<file path="src/xcfp_pkg.sv">
// shared types and constants for the xor checked frame parser
package xcfp_pkg;

   localparam logic [7:0]  SYNC_FIRST        = 8'hA0;
   localparam logic [7:0]  SYNC_SECOND       = 8'hA1;
   localparam logic [7:0]  BYTE_CR           = 8'h0D;
   localparam logic [7:0]  BYTE_LF           = 8'h0A;
   localparam logic [15:0] MAX_PAYLOAD_RESET = 16'd1000;

   localparam int unsigned CSR_ADDR_W = 3;
   localparam int unsigned CSR_DATA_W = 32;
   localparam logic [0:0]  REG_MAX_PAYLOAD = 1'b0;

   typedef enum logic [2:0] {
      PH_HUNT  = 3'd0,
      PH_SYNC2 = 3'd1,
      PH_LENHI = 3'd2,
      PH_LENLO = 3'd3,
      PH_DATA  = 3'd4,
      PH_CHECK = 3'd5,
      PH_CR    = 3'd6,
      PH_LF    = 3'd7
   } phase_type;

   typedef enum logic [1:0] {
      ST_OK       = 2'd0,
      ST_CHECKSUM = 2'd1,
      ST_FRAMING  = 2'd2
   } status_type;

   localparam logic KIND_PAYLOAD = 1'b0;
   localparam logic KIND_END     = 1'b1;

   typedef struct packed {
      logic        valid;
      logic        kind;
      logic [7:0]  payload_byte;
      logic [1:0]  frame_status;
      logic [15:0] frame_length;
   } result_type;

endpackage

</file>
<file path="src/xcfp_core.sv">
// frame parsing state machine, one byte per step
module xcfp_core (
   input  logic               clock,
   input  logic               reset,
   input  logic               step,
   input  logic [7:0]         rx_byte,
   input  logic [15:0]        max_payload,
   output xcfp_pkg::result_type result
);
   import xcfp_pkg::*;

   phase_type   phase_ff, phase_in;
   logic [15:0] length_ff, length_in;
   logic [15:0] left_ff, left_in;
   logic [7:0]  xor_ff, xor_in;
   logic        cbad_ff, cbad_in;
   logic        fbad_ff, fbad_in;
   logic [15:0] len_raw;
   logic [15:0] len_cap;

   assign len_raw = length_ff | {8'h00, rx_byte};
   assign len_cap = (len_raw > max_payload) ? max_payload : len_raw;

   // next state
   always_comb begin
      phase_in  = phase_ff;
      length_in = length_ff;
      left_in   = left_ff;
      xor_in    = xor_ff;
      cbad_in   = cbad_ff;
      fbad_in   = fbad_ff;
      unique case (phase_ff)
         PH_HUNT: begin
            if (rx_byte == SYNC_FIRST) begin
               length_in = '0;
               left_in   = '0;
               xor_in    = '0;
               cbad_in   = 1'b0;
               fbad_in   = 1'b0;
               phase_in  = PH_SYNC2;
            end
         end
         PH_SYNC2: begin
            if (rx_byte != SYNC_SECOND) fbad_in = 1'b1;
            phase_in = PH_LENHI;
         end
         PH_LENHI: begin
            length_in = {rx_byte, 8'h00};
            phase_in  = PH_LENLO;
         end
         PH_LENLO: begin
            length_in = len_cap;
            left_in   = len_cap;
            phase_in  = (len_cap == 16'd0) ? PH_CHECK : PH_DATA;
         end
         PH_DATA: begin
            xor_in  = xor_ff ^ rx_byte;
            left_in = left_ff - 16'd1;
            if (left_ff == 16'd1) phase_in = PH_CHECK;
         end
         PH_CHECK: begin
            if (rx_byte != xor_ff) cbad_in = 1'b1;
            phase_in = PH_CR;
         end
         PH_CR: begin
            if (rx_byte != BYTE_CR) fbad_in = 1'b1;
            phase_in = PH_LF;
         end
         PH_LF: begin
            if (rx_byte != BYTE_LF) fbad_in = 1'b1;
            phase_in = PH_HUNT;
         end
         default: phase_in = PH_HUNT;
      endcase
   end

   // result for the byte in hand
   always_comb begin
      result = '0;
      unique case (phase_ff)
         PH_DATA: begin
            result.valid        = 1'b1;
            result.kind         = KIND_PAYLOAD;
            result.payload_byte = rx_byte;
         end
         PH_LF: begin
            result.valid        = 1'b1;
            result.kind         = KIND_END;
            result.frame_length = length_ff;
            priority if (cbad_ff) begin
               result.frame_status = ST_CHECKSUM;
            end else if (fbad_ff || (rx_byte != BYTE_LF)) begin
               result.frame_status = ST_FRAMING;
            end else begin
               result.frame_status = ST_OK;
            end
         end
         default: result = '0;
      endcase
   end

   always_ff @(posedge clock) begin
      if (reset) begin
         phase_ff  <= PH_HUNT;
         length_ff <= '0;
         left_ff   <= '0;
         xor_ff    <= '0;
         cbad_ff   <= 1'b0;
         fbad_ff   <= 1'b0;
      end else if (step) begin
         phase_ff  <= phase_in;
         length_ff <= length_in;
         left_ff   <= left_in;
         xor_ff    <= xor_in;
         cbad_ff   <= cbad_in;
         fbad_ff   <= fbad_in;
      end
   end

endmodule

</file>
<file path="src/xor_checked_frame_parser.sv">
// top level of the xor checked frame parser: handshakes, registers and parser core
//
//  channel | direction | handshake           | payload
//  req     | in        | req_valid/req_stall | req_rx_byte
//  rsp     | out       | rsp_valid/rsp_stall | rsp_kind, rsp_payload_byte,
//          |           |                     | rsp_frame_status, rsp_frame_length
//  csr     | in/out    | apb, pready high    | max_payload at byte address 0
//
// one item a cycle sustained while the result side does not stall; an accepted
// item passes through the input register, the single parser step and the result
// register in turn
// reset clears all control state and loads max_payload with 1000
// a stalled result holds the parser step; the input register still takes an
// item while it is empty, so one item sits ready behind the waiting result
module xor_checked_frame_parser (
   input  logic                               clock,
   input  logic                               reset,
   // input channel
   input  logic                               req_valid,
   output logic                               req_stall,
   input  logic [7:0]                         req_rx_byte,
   // result channel
   output logic                               rsp_valid,
   input  logic                               rsp_stall,
   output logic                               rsp_kind,
   output logic [7:0]                         rsp_payload_byte,
   output logic [1:0]                         rsp_frame_status,
   output logic [15:0]                        rsp_frame_length,
   // configuration port
   input  logic                               csr_psel,
   input  logic                               csr_penable,
   input  logic                               csr_pwrite,
   input  logic [xcfp_pkg::CSR_ADDR_W-1:0]    csr_paddr,
   input  logic [xcfp_pkg::CSR_DATA_W-1:0]    csr_pwdata,
   output logic [xcfp_pkg::CSR_DATA_W-1:0]    csr_prdata,
   output logic                               csr_pready
);
   import xcfp_pkg::*;

   // configuration register
   logic [15:0] max_payload_ff;
   logic [0:0]  csr_index;
   logic        csr_write;

   assign csr_pready = 1'b1;
   assign csr_index  = csr_paddr[CSR_ADDR_W-1:CSR_ADDR_W-1];
   assign csr_write  = csr_psel && csr_penable && csr_pwrite && csr_pready;

   always_ff @(posedge clock) begin
      if (reset) begin
         max_payload_ff <= MAX_PAYLOAD_RESET;
      end else if (csr_write && (csr_index == REG_MAX_PAYLOAD)) begin
         max_payload_ff <= csr_pwdata[15:0];
      end
   end

   // read back, unknown index reads zero
   always_comb begin
      csr_prdata = '0;
      if (csr_index == REG_MAX_PAYLOAD) begin
         csr_prdata = {{(CSR_DATA_W-16){1'b0}}, max_payload_ff};
      end
   end

   // input register
   logic       in_valid_ff, in_valid_in;
   logic [7:0] in_byte_ff;
   logic       req_take;
   logic       advance;

   // the held byte steps the parser once the result register can take its result
   assign advance   = in_valid_ff && (!rsp_valid || !rsp_stall);
   assign req_stall = in_valid_ff && !advance;
   assign req_take  = req_valid && !req_stall;

   always_comb begin
      in_valid_in = in_valid_ff;
      if (req_take) begin
         in_valid_in = 1'b1;
      end else if (advance) begin
         in_valid_in = 1'b0;
      end
   end

   always_ff @(posedge clock) begin
      if (reset) begin
         in_valid_ff <= 1'b0;
      end else begin
         in_valid_ff <= in_valid_in;
      end
   end

   always_ff @(posedge clock) begin
      if (req_take) begin
         in_byte_ff <= req_rx_byte;
      end
   end

   // parser step
   result_type step_result;

   xcfp_core u_core (
      .clock       (clock),
      .reset       (reset),
      .step        (advance),
      .rx_byte     (in_byte_ff),
      .max_payload (max_payload_ff),
      .result      (step_result)
   );

   // result register
   logic        out_valid_ff, out_valid_in;
   logic        out_kind_ff;
   logic [7:0]  out_byte_ff;
   logic [1:0]  out_status_ff;
   logic [15:0] out_length_ff;
   logic        out_load;

   assign out_load = advance && step_result.valid;

   always_comb begin
      out_valid_in = out_valid_ff;
      if (out_load) begin
         out_valid_in = 1'b1;
      end else if (out_valid_ff && !rsp_stall) begin
         out_valid_in = 1'b0;
      end
   end

   always_ff @(posedge clock) begin
      if (reset) begin
         out_valid_ff <= 1'b0;
      end else begin
         out_valid_ff <= out_valid_in;
      end
   end

   always_ff @(posedge clock) begin
      if (out_load) begin
         out_kind_ff   <= step_result.kind;
         out_byte_ff   <= step_result.payload_byte;
         out_status_ff <= step_result.frame_status;
         out_length_ff <= step_result.frame_length;
      end
   end

   assign rsp_valid        = out_valid_ff;
   assign rsp_kind         = out_kind_ff;
   assign rsp_payload_byte = out_byte_ff;
   assign rsp_frame_status = out_status_ff;
   assign rsp_frame_length = out_length_ff;

endmodule

</file>
<file path="config.mk">
export PLATFORM = sky130hd
export DESIGN_NAME = xor_checked_frame_parser
export DESIGN_NICKNAME = d
export VERILOG_FILES = /design/src/xcfp_pkg.sv /design/src/xcfp_core.sv /design/src/xor_checked_frame_parser.sv
export SDC_FILE = /design/constraint.sdc
export NUM_CORES = 1
export LEC_CHECK = 0
export ABC_AREA = 1
export ABC_CLOCK_PERIOD_IN_PS = 6500
export BUFFER_PORTS_ARGS = -buffer_cell sky130_fd_sc_hd__buf_4
export CAP_MARGIN = 10
export CORE_MARGIN = 1.5
export CORE_UTILIZATION = 57
export DETAILED_ROUTE_END_ITERATION = 10
export PLACE_DENSITY_LB_ADDON = 0.05
export SYNTH_ARGS = -nofsm -noshare
export SYNTH_HDL_FRONTEND = slang
export SYNTH_SLANG_ARGS = --single-unit
</file>
<file path="constraint.sdc">
create_clock -name clock -period 6.5 [get_ports clock]
set_input_delay 1.3 -clock clock [delete_from_list [all_inputs] [get_ports clock]]
set_output_delay 1.3 -clock clock [all_outputs]
set_load 0.01 [all_outputs]
</file>
==> summary.txt, run 1 <==
status: completed
Slew @ Worst Pin: 1.130 ns
Area growth syn-to-layout: 14.10%
Nets: 794
clk sinks: 98
Setup Crit Path Kind: in2out
post-synthesis sequential area ratio: 44.61%
Synth Register Bits: 98
nature of the critical path startpoint: primary input
Slew Limit Fails: 0
Core ar.: 8763 um^2
# H-tree levels: 3
GP Congestion: 0.8943
Routed WL per cell: 14.86 um
post-route clock skew: 0.01454 ns
# Max-Cap Violations: 0
TritonCTS buffer count: 9
die height: 98.37 um
Internal: 900.4 uW
Final Cell Area: 5914 um^2
CP Max Fanout: 17
n_diodes: 0
DRC: 0
async set-reset flop share out of synthesis: 0%
Synth Warn #: 0
Seq pwr share: 55.1%
Post-CTS Setup Repair Bufs: 0
final WL: 12,410 um
clk_lat worst skew: 0.37 ns
Synth cell types: 41
Crit path required time: 5.20 ns
Rows: 34
initial antenna violation count: 0
vias per inst: 5.419
final setup violation count: 0
PortBufs: 76
net switching fraction of the power: 24.18%
LEAKAGE: 0.002621 uW
setup TNS: 0 ns
root buf cell: clkbuf_8
Die ar.: 9676 um^2
Post-Syn Instances: 662
Max VDD drop: 133.3 uV
all-layer global routing usage: 26.58%
drt pass-1 iters: 5
relative slew slack: 24.61%
CTS max path bufs: 2
Psw: 287.2 uW
arrival time at the worst endpoint: 1.75 ns
hold_buf cts: 0
dpl cells: 819
DR vias: 4,525
Final min period: 3.055 ns
prevailing post-synth register cell: dfxtp_1
first-pass GRT wire length: 20,360 um
Layout Cells excl Fill: 835
IO Pins: 112
hold_ws: 0.4844 ns
largest net degree at the start of global routing: 54
fraction of power consumed by the clock network: 35.4%
Die Wd: 98.37 um
Placed Area: 5693 um^2
fmax: 327.4 MHz
Setup crit end kind: output pin
CTS tree: done
# resized after CTS: 0
Post-Synthesis Cell Area: 5184 um^2
Worst Hold Class: reg2reg
Initial Utilization: 59.15%
syn avg cell area: 7.830 um^2
Detail Route Antenna Nets: 0
fraction of layout cells with a size suffix above 1: 15.27%
Post-synth EDFFs: 35
combinational power share: 9.5%
Cell Pwr Density: 200.8 nW/um^2
final period utilization: 46.99%
vias in the first global route: 4,167
Clock transition at path regs: 0.09 ns
RSZ-0062 raised after global routing: false
Final Hold Fails: 0
Starting DRT DRC Count: 328
Detailed Place HPWL: 9167 um
gr ovfl total: 0
## flip-flops by register name (all words and copies together), names as in the netlist, 3 cells and up
register          count
max_payload_ff       16
rsp_frame_length     16
u_core.left_ff       16
u_core.length_ff     16
in_byte_ff            8
rsp_payload_byte      8
u_core.xor_ff         8
u_core.phase_ff       3
## cells in the mapped netlist, types with 2 or more instances
| cell type | number | area (um^2) |
|---|---|---|
| nand2_1 | 113 | 424.2 |
| a21oi_1 | 46 | 230.2 |
| nand3_1 | 22 | 110.1 |
| o21ai_0 | 36 | 180.2 |
| xor2_1 | 7 | 61.31 |
| or2_2 | 2 | 12.51 |
| clkinv_1 | 2 | 7.510 |
| edfxtp_1 | 35 | 1051 |
| ha_1 | 22 | 275.3 |
| buf_2 | 4 | 20.02 |
| dfxtp_1 | 63 | 1261 |
| inv_1 | 73 | 274.0 |
| nor2_2 | 2 | 12.51 |
| buf_6 | 4 | 45.04 |
| a31oi_1 | 23 | 143.9 |
| o21a_1 | 2 | 15.01 |
| nor3_1 | 6 | 30.03 |
| nor4_1 | 5 | 31.28 |
| o211ai_1 | 7 | 52.55 |
| nor2_1 | 83 | 311.6 |
| xnor2_1 | 3 | 26.28 |
| nand2_2 | 2 | 12.51 |
| inv_2 | 4 | 15.01 |
| o21ai_1 | 33 | 165.2 |
| conb_1 | 2 | 7.510 |
| a21o_1 | 5 | 37.54 |
| clkbuf_1 | 16 | 60.06 |
| nor3_2 | 2 | 20.02 |
| nand4_1 | 8 | 50.05 |
| buf_4 | 19 | 142.6 |
## routing by layer
| layer | track usage [%] | vias up | part of all wire [%] |
|---|---|---|---|
| met1 | 36.65 | 2047 | 45 |
| met5 | 0 | - | 0 |
| met3 | 4.223 | 26 | 6.2 |
| li1 | - | 2283 | - |
| met4 | 11.16 | 0 | 2.5 |
| met2 | 41.73 | 169 | 46 |
## path summary, 6_finish.rpt
path                      start                  end  slack, ns  cells past startpoint
max                csr_paddr[2]        csr_prdata[4]       3.45                      3
min            u_core.xor_ff[3]     u_core.xor_ff[3]       0.48                      2
max reg2reg  u_core.phase_ff[0]  u_core.length_ff[8]       3.48                     11
min reg2reg    u_core.xor_ff[3]     u_core.xor_ff[3]       0.48                      2
## final cells by class
cell class	instances	area [um^2]
multi-input cells	456	2364
well taps	108	135.1
flip-flops and latches	98	2312
clock buffers	16	221.5
inverters	79	296.5
fillers	718	2849
repair buffers	78	585.6
## stage by stage
step	utilization, %	power, uW	worst slack (ns)
6_report	67.49	1188	3.445
5_1_grt	67.49	1230	3.174
4_1_cts	67.49	1191	3.444
3_5_place_dp	64.96	779.4	3.177
3_3_place_gp	64.96	776.1	3.226
2_1_floorplan	-	746.3	3.221
## power groups by stage
stage	clock, uW	sequential, uW	combinational [uW]
2_1_floorplan	0	663	83.7
3_3_place_gp	0	668	108
3_5_place_dp	0	668	111
4_1_cts	425	654	112
5_1_grt	447	656	128
6_report	420	655	113
## worst max-delay path: stages
cell and delay (ns):
buf_4 0.17, nor2_1 0.14, buf_4 0.14
## cells by family after synthesis
logic type	count (synthesis)	share of synthesized area (%)
compound gates	156	16.73
xor+xnor	10	1.690
fa+ha+maj	22	5.310
buf+inv	123	10.96
flops	98	44.61
other cells	2	0.1449
simple gates	251	20.57
## placed cells by master, fill, tap and decap left out, types with 3 or more instances in the layout
cell type / Yosys / layout
dfxtp_1: 63 / 63
xnor2_1: 3 / 3
xor2_1: 7 / 7
o211ai_1: 7 / 7
nor2_1: 83 / 83
nand4_1: 8 / 8
o21ai_0: 36 / 36
a21oi_1: 46 / 45
inv_1: 73 / 73
clkbuf_8: 0 / 14
o21ai_1: 33 / 33
inv_2: 4 / 4
nor4_1: 5 / 5
buf_4: 19 / 78
conb_1: 2 / 17
nand3_1: 22 / 22
a31oi_1: 23 / 23
nand2_1: 113 / 113
a21o_1: 5 / 5
edfxtp_1: 35 / 35
nor3_1: 6 / 6
ha_1: 22 / 22
(Power assumes the default switching activity.)
==> run 2, diff against run 1 <==
--- a/config.mk
+++ b/config.mk
@@ -6,11 +6,11 @@
 export NUM_CORES = 1
 export LEC_CHECK = 0
 export ABC_AREA = 1
-export ABC_CLOCK_PERIOD_IN_PS = 6500
+export ABC_CLOCK_PERIOD_IN_PS = 2900
 export BUFFER_PORTS_ARGS = -buffer_cell sky130_fd_sc_hd__buf_4
 export CAP_MARGIN = 10
 export CORE_MARGIN = 1.5
-export CORE_UTILIZATION = 57
+export CORE_UTILIZATION = 55
 export DETAILED_ROUTE_END_ITERATION = 10
 export PLACE_DENSITY_LB_ADDON = 0.05
 export SYNTH_ARGS = -nofsm -noshare
==> constraint.sdc (replaced) <==
create_clock -name clock -period 2.9 [get_ports clock]
set_input_delay 0.58 -clock clock [delete_from_list [all_inputs] [get_ports clock]]
set_output_delay 0.58 -clock clock [all_outputs]
set_load 0.01 [all_outputs]
==> summary.txt, run 2 (synthesized netlist as in run 1, its figures left out) <==
Detail Route Antenna Nets: 0
clk sinks: 98
nature of the critical path startpoint: flip-flop
n_diodes: 0
status: completed
fraction of layout cells with a size suffix above 1: 16.26%
Core ar.: 9196 um^2
# H-tree levels: 3
RSZ-0062 raised after global routing: false
post-route clock skew: 0.008884 ns
Final Hold Fails: 0
Slew Limit Fails: 0
Setup Crit Path Kind: reg2reg
most common cell after layout, fill and taps aside: nand2_1
hold-critical path depth: 1
Die Wd: 100.1 um
setup TNS: 0 ns
final period utilization: 89.01%
Die ar.: 10,020 um^2
most frequent cells in the layout: 113 x nand2_1, 89 x buf_4, 83 x nor2_1
Final min period: 2.581 ns
vias in the first global route: 4,295
Crit path required time: 3.21 ns
Cell Pwr Density: 429.2 nW/um^2
total power: 2561 uW
Reg2Reg Capture Point: u_core.phase_ff[0]
CTS max path bufs: 2
CTS tree: done
TritonCTS buffer count: 9
hold endpoint: in_byte_ff[0]
clk_lat worst skew: 0.37 ns
Starting DRT DRC Count: 314
Slew @ Worst Pin: 0.5239 ns
DR vias: 4,574
relative slew slack: 64.94%
GP Congestion: 0.8852
arrival time at the worst endpoint: 2.89 ns
Worst Hold Class: in2reg
cell depth of the worst flop-to-flop path: 18
CP Max Fanout: 26
hold wc startpoint: req_rx_byte[0]
final WL: 12,780 um
Rows: 35
Setup crit end kind: flip-flop
LEAKAGE: 0.002657 uW
root buf cell: clkbuf_8
Nets: 805
Detailed Place HPWL: 9575 um
PortBufs: 76
Post-CTS Setup Repair Bufs: 0
worst r2r src: in_byte_ff[2]
first-pass GRT wire length: 20,790 um
Routed WL per cell: 15.05 um
final setup violation count: 0
fmax: 387.4 MHz
IO Pins: 112
gr ovfl total: 0
all-layer global routing usage: 26.86%
die height: 100.1 um
Area growth syn-to-layout: 15.09%
DRC: 0
largest net degree at the start of global routing: 54
initial antenna violation count: 0
fill count: 805
vias per inst: 5.388
Clock transition at path regs: 0.10 ns
drt pass-1 iters: 5
# Max-Cap Violations: 0
Initial Utilization: 56.37%
flop2flop setup slack: 0.32 ns
Max VDD drop: 266.7 uV
run 2: changes by cell type in the layout (fill, tap and decap cells not counted), sizes merged:
cell    previous run  this run
buf               78        89
clkbuf            16        11
clkinv             2         5
inv               77        79
run 2: final cells by class:
type | count | area, um^2 | share of cell area, %
Multi-Input combinational cell | 456 | 2372 | 39.77
Sequential cell | 98 | 2312 | 38.76
Clock inverter | 5 | 25.02 | 0.4195
Inverter | 79 | 296.5 | 4.971
Clock buffer | 11 | 152.6 | 2.559
Timing Repair Buffer | 89 | 668.1 | 11.20
Tap cell | 111 | 138.9 | 2.328
run 2: metal layers:
layer	wire length (um)	GRT usage (%)	vias up
li1	-	-	2309
met1	6004	37.60	2100
met2	5937	43.33	144
met3	601	3.969	21
met4	234	8.126	0
met5	0	0	-
run 2: report_power, final:
| part | internal (uW) | switching, uW | total, uW | leakage [uW] |
|---|---|---|---|---|
| Combinational | 104 | 167 | 271 | 0.00166 |
| Clock | 359 | 473 | 832 | 0.0000942 |
| Sequential | 1440 | 19.6 | 1460 | 0.000899 |
run 2: how the worst max path moves through the flow:
stage                                   from                   to  slack [ns]  cells after the start
after floorplan           u_core.phase_ff[0]  rsp_frame_length[0]        0.46                      6
after CTS                      in_byte_ff[3]   u_core.phase_ff[0]        0.27                     18
after detailed placement       in_byte_ff[3]   u_core.phase_ff[0]        0.31                     18
after global routing           in_byte_ff[3]   u_core.phase_ff[0]        0.07                     18
final                          in_byte_ff[2]   u_core.phase_ff[0]        0.32                     18
after global placement         in_byte_ff[3]   u_core.phase_ff[0]        0.36                     18
run 2: worst max-delay path, stage by stage (launching register included):
cell and delay (ns):
edfxtp_1 0.54, inv_2 0.12, nand2_1 0.08, ha_1 0.27, nand2_1 0.08, inv_1 0.05
nand2_1 0.07, nand2_1 0.06, nand2_1 0.06, nand2_1 0.04, nand2_1 0.06, nand2_2 0.11
nand2_8 0.17, inv_1 0.09, o21ai_0 0.24, nand3_1 0.10, nor2_1 0.11, nand2_1 0.12
a21oi_2 0.13
run 2: what timing repair did:
| item | 4_1_cts | 5_1_grt |
|---|---|---|
| hold buffers | 0 | 0 |
| gates resized for setup | 0 | 1 |
| setup endpoints to repair | 0 | 1 |
run 2: stage by stage:
| stage | instances | area (um^2) | setup slack (ns) | hold slack, ns | util (%) |
|---|---|---|---|---|---|
| 3_3_place_gp | 833 | 5779 | 0.3650 | 0.4625 | 62.84 |
| 5_1_grt | 849 | 5966 | 0.06593 | 0.3733 | 64.87 |
| 3_5_place_dp | 833 | 5779 | 0.3117 | 0.4672 | 62.84 |
| 4_1_cts | 849 | 5957 | 0.2721 | 0.3813 | 64.78 |
| 6_report | 849 | 5966 | 0.3186 | 0.3838 | 64.87 |
| 2_1_floorplan | 677 | 5244 | 0.4640 | 0.4239 | - |
